==> config.mk <==
export PLATFORM = sky130hd
export DESIGN_NAME = fbfa_ctrl
export DESIGN_NICKNAME = d
export VERILOG_FILES = /design/src/fbfa_pkg.sv /design/src/fbfa_ctrl.sv
export SDC_FILE = /design/constraint.sdc
export NUM_CORES = 1
export LEC_CHECK = 0
export CAP_MARGIN = 20
export CORE_AREA = 2 2 39 41
export CTS_CLUSTER_SIZE = 24
export DETAILED_ROUTE_END_ITERATION = 12
export DIE_AREA = 0 0 41 43
export DONT_BUFFER_PORTS = 1
export GPL_TIMING_DRIVEN = 0
export PLACE_DENSITY_LB_ADDON = 0.08
export SYNTH_ARGS = -nofsm -noshare
export SYNTH_HDL_FRONTEND = slang
export SYNTH_SLANG_ARGS = --single-unit
==> constraint.sdc <==
create_clock -name clock -period 1.55 [get_ports clock]
set_input_delay 0.31 -clock clock [delete_from_list [all_inputs] [get_ports clock]]
set_output_delay 0.31 -clock clock [all_outputs]
set_load 0.02 [all_outputs]
==> src/fbfa_pkg.sv <==
`default_nettype none

package fbfa_pkg;

   localparam int unsigned BLOCK_COUNT = 1024;
   localparam int unsigned BLOCK_BYTES = 64;

   localparam int unsigned IDX_W  = 10;
   localparam int unsigned OFS_W  = 16;
   localparam int unsigned ADDR_W = $clog2(BLOCK_COUNT);
   localparam int unsigned LINK_W = $clog2(BLOCK_COUNT + 1);

   localparam int unsigned REQ_DATA_W = 16;
   localparam int unsigned RSP_DATA_W = 32;
   localparam int unsigned RSP_PAD_W  = RSP_DATA_W - (3 + IDX_W + OFS_W);
   localparam int unsigned REQ_PAD_W  = REQ_DATA_W - IDX_W;

   typedef enum logic {
      OP_ALLOC = 1'b0,
      OP_FREE  = 1'b1
   } fbfa_op_type;

   typedef enum logic [1:0] {
      ST_INIT,
      ST_IDLE,
      ST_POP
   } fbfa_state_type;

   typedef enum logic [1:0] {
      RES_GRANT,
      RES_EMPTY,
      RES_BAD,
      RES_FREED
   } fbfa_res_sel_type;

   typedef struct packed {
      logic             init_step;
      logic             pop_read;
      logic             pop_finish;
      logic             push;
      logic             post;
      fbfa_res_sel_type res_sel;
   } fbfa_cmd_type;

   typedef struct packed {
      logic init_last;
      logic head_empty;
      logic bad_index;
      logic res_open;
   } fbfa_sts_type;

   typedef struct packed {
      logic              bad_free;
      logic              pool_empty;
      logic [OFS_W-1:0]  byte_offset;
      logic [IDX_W-1:0]  alloc_index;
      logic              granted;
   } fbfa_result_type;

endpackage

`default_nettype wire

==> src/fbfa_ctrl.sv <==
`default_nettype none

module fbfa_ctrl (
   input  logic                 clock,
   input  logic                 reset,
   input  logic                 req_tvalid,
   input  logic                 req_tuser,
   output logic                 req_tready,
   input  fbfa_pkg::fbfa_sts_type sts,
   output fbfa_pkg::fbfa_cmd_type cmd
);
   import fbfa_pkg::*;

   fbfa_state_type state_ff;
   fbfa_state_type state_in;

   always_ff @(posedge clock) begin
      if (reset) begin
         state_ff <= ST_INIT;
      end else begin
         state_ff <= state_in;
      end
   end

   always_comb begin
      state_in    = state_ff;
      req_tready  = 1'b0;
      cmd         = '0;
      cmd.res_sel = RES_FREED;
      unique case (state_ff)
         ST_INIT: begin
            cmd.init_step = 1'b1;
            if (sts.init_last) begin
               state_in = ST_IDLE;
            end
         end
         ST_IDLE: begin
            req_tready = sts.res_open;
            if (req_tvalid && sts.res_open) begin
               if (req_tuser == OP_FREE) begin
                  cmd.post = 1'b1;
                  if (sts.bad_index) begin
                     cmd.res_sel = RES_BAD;
                  end else begin
                     cmd.push    = 1'b1;
                     cmd.res_sel = RES_FREED;
                  end
               end else if (sts.head_empty) begin
                  cmd.post    = 1'b1;
                  cmd.res_sel = RES_EMPTY;
               end else begin
                  // link of the head block comes back next cycle
                  cmd.pop_read = 1'b1;
                  state_in     = ST_POP;
               end
            end
         end
         ST_POP: begin
            cmd.pop_finish = 1'b1;
            cmd.post       = 1'b1;
            cmd.res_sel    = RES_GRANT;
            state_in       = ST_IDLE;
         end
         default: begin
            state_in = ST_INIT;
         end
      endcase
   end

   a_accept_idle: assert property (@(posedge clock) disable iff (reset)
      (req_tvalid && req_tready) |-> (state_ff == ST_IDLE))
      else $error("transfer taken outside idle");

   a_pop_pair: assert property (@(posedge clock) disable iff (reset)
      cmd.pop_read |=> cmd.pop_finish)
      else $error("pop read not followed by pop finish");

   a_pop_nonempty: assert property (@(posedge clock) disable iff (reset)
      cmd.pop_read |-> !sts.head_empty)
      else $error("pop issued on empty list");

endmodule

`default_nettype wire

==> results.cfg <==
[run_status]
status = complete, but fails checks
violations = setup timing

[timing]
fin_worst_skew_ns = 0.003258
slew_violations = 0
setup_violations = 1
setup_slack_ns = -0.009161
tightest_slew_ns = 0.2665
tns_ns = -0.009161
fmax_mhz = 641.4
finalCritPeriodShare = 1.006
fin_crit_ns = 1.559
hold-worst-slack_ns = 0.1409
timing_hold_violations_final = 0
grt_setup_unrepaired = yes
relSlewSlack = 0.8218

[final_layout]
area_delta_synth_final_pct = 83.02
fin_area_um2 = 485.5
regMostFlops = state_ff
num-nets-final = 52
largest_register_ff_count = 2
fin_cells = 53
diodes = 0
post-route-util = 0.3508
top_regs = state_ff: 2 flops
drive_gt1_frac = 0.7297

[synthesis]
synth_cells = 31
syn_area_per_cell_um2 = 8.557
synth_top_family_by_area = simple AND/OR/NAND/NOR gates
synth-adder-area-share = 0.2358
syn-cell-area_um2 = 265.3
yosys-mux-area-fraction = 0.03774
ys_types = 18
synth-seq-area-share = 0.1509
syn_nets = 44
yosys_warnings = 0
synth_xor_area_frac = 0
ys_ff_latch = 2
yosys.area_share.simple = 0.2925
synth-compound-area-share = 0.2406

[global_route]
grt_pass1_wl_um = 1159
antenna_found_initial = 0
gr-total-overflow = 0
grt.total_usage = 0.1032
first_global_vias = 301
grt_max_degree = 6

[drt]
drcViolationCount = 0
ant_nets = 0
first_pass_iters = 3
post_drt_wl_per_cell_um = 13.62
viasPerCell = 4.811
initialDrtViolationCount = 7
vias = 255
wl_um = 722

[clocking]
clock_sinks = 2
cts_tree = done
clk_latency_ns = 0.22
cts-buffers-inserted = 3
cts_buffer_depth = 2
clk_pin_slew_worst_paths_ns = 0.03
htree_num_levels = 1
cts-root-buf = clkbuf_4

[power_and_ir_drop]
p_per_area_nw_per_um2 = 1385
ir_drop_mv = 0.5465
power_leakage_nw = 0.1611

[setup_path]
required_ns = 1.24
cp_slowest_cell = dfxtp_4
crit_arrival_ns = 1.25
crit_chain = inv_6, buf_4, ha_1, nor2b_4
cpPeakStageDelay_ns = 0.38
startpoint_type = register
path_max_fanout = 4
cp-end-kind = primary output
critPathKind = reg -> out

[placed_design]
placed_cell_area_um2 = 285.3
hpwl_um = 510.2
place_congestion = 0.6692
placedCellCount = 47
numPortBuffers = 0

[floorplanning]
die_h_um = 43
start_util = 0.1917
rows = 14
die_area_um2 = 1763
die_x_um = 41
ios = 16
fp.coreArea_um2 = 1384

[job]
cap_violations = 0

[min_path]
hold_path.class = in -> reg
placed cells by master (no fill, tap or decap), types with 2 or more instances in the layout:
cell type and instances:
ha_4 3, dfxtp_4 2, clkbuf_4 3, buf_4 3
nor2b_4 2, nor3_4 2, ha_1 2, a31oi_4 3
per-stage QoR:
step	power, mW	worst slack [ns]
5_1_grt	0.7321	-0.05629
3_3_place_gp	0.3788	-0.1816
2_1_floorplan	0.3362	-0.04546
4_1_cts	0.6704	-0.01817
3_5_place_dp	0.3787	-0.1961
6_report	0.6725	-0.009161
final timing paths:
kind / from / to / slack (ns) / cells after the start
worst max register to register: state_ff[1]$_SDFFE_PP0P_ / state_ff[0]$_SDFFE_PP0P_ / 0.04 / 6
worst max-delay path: state_ff[1]$_SDFFE_PP0P_ / cmd[2] / -0.009 / 4
worst min register to register: state_ff[0]$_SDFFE_PP0P_ / state_ff[0]$_SDFFE_PP0P_ / 0.55 / 2
worst min-delay path: reset / state_ff[1]$_SDFFE_PP0P_ / 0.14 / 1
where the power goes:
part	total (mW)	internal (mW)	switching [mW]	leakage, nW
sequential	0.126	0.0789	0.0469	0.0178
clock	0.115	0.0854	0.0296	0.0138
combinational	0.432	0.212	0.220	0.130
total	0.672	0.376	0.296	0.161
critical path, delay by kind of cell, from the launching register on:
kind                       cells  cell delay (ns)
and+or+nand+nor                1             0.20
DFF                            1             0.38
adders and majority gates      1             0.27
buffers and inverters          2             0.17
routing by layer:
metal  global-route usage  share of wire  vias to the layer above  routed length [µm]
met1              0.09585           0.38                      116                 272
met5                    0              0                        -                   0
met4              0.04000              0                        0                   0
met3              0.06806          0.094                        0                  68
li1                     -              -                      125                   -
met2               0.1688           0.53                       14                 380
cells in the mapped netlist, drive strengths merged:
master	count	area, µm²
ha	5	62.56
a31oi	3	18.77
inv	3	11.26
nor2b	3	18.77
nor3	3	15.01
dfxtp	2	40.04
a211oi	1	12.51
and2	1	6.260
and3	1	6.260
mux2i	1	10.01
nand2	1	3.750
nand2b	1	6.260
nand3	1	5.000
nor2	1	3.750
nor3b	1	12.51
o21a	1	15.01
o21ai	1	5.000
o31ai	1	12.51
cell type report:
| cell class | instances | area (µm²) |
|---|---|---|
| fill | 145 | 898.4 |
| sequential | 2 | 47.55 |
| tap | 16 | 20.02 |
| inverter | 3 | 18.77 |
| timing repair buffer | 3 | 22.52 |
| clock buffer | 3 | 22.52 |
| multi-input combinational | 26 | 354.1 |
cells by family (layout without fill, tap and decap cells):
logic type / count (synthesis) / count (layout)
and+or+nand+nor: 13 / 13
adders and majority gates: 5 / 5
DFF: 2 / 2
AOI/OAI and AO/OA: 7 / 7
muxes: 1 / 1
buffers and inverters: 3 / 9
timing repair:
action | CTS | global route
cloned | 0 | 0
setup buffers | 3 | 0
pin swaps | 7 | 1
resized for setup | 31 | 3
setup endpoints to repair | 5 | 6
hold buffers | 0 | 0
Note: power is estimated with default switching activity, not from simulation.
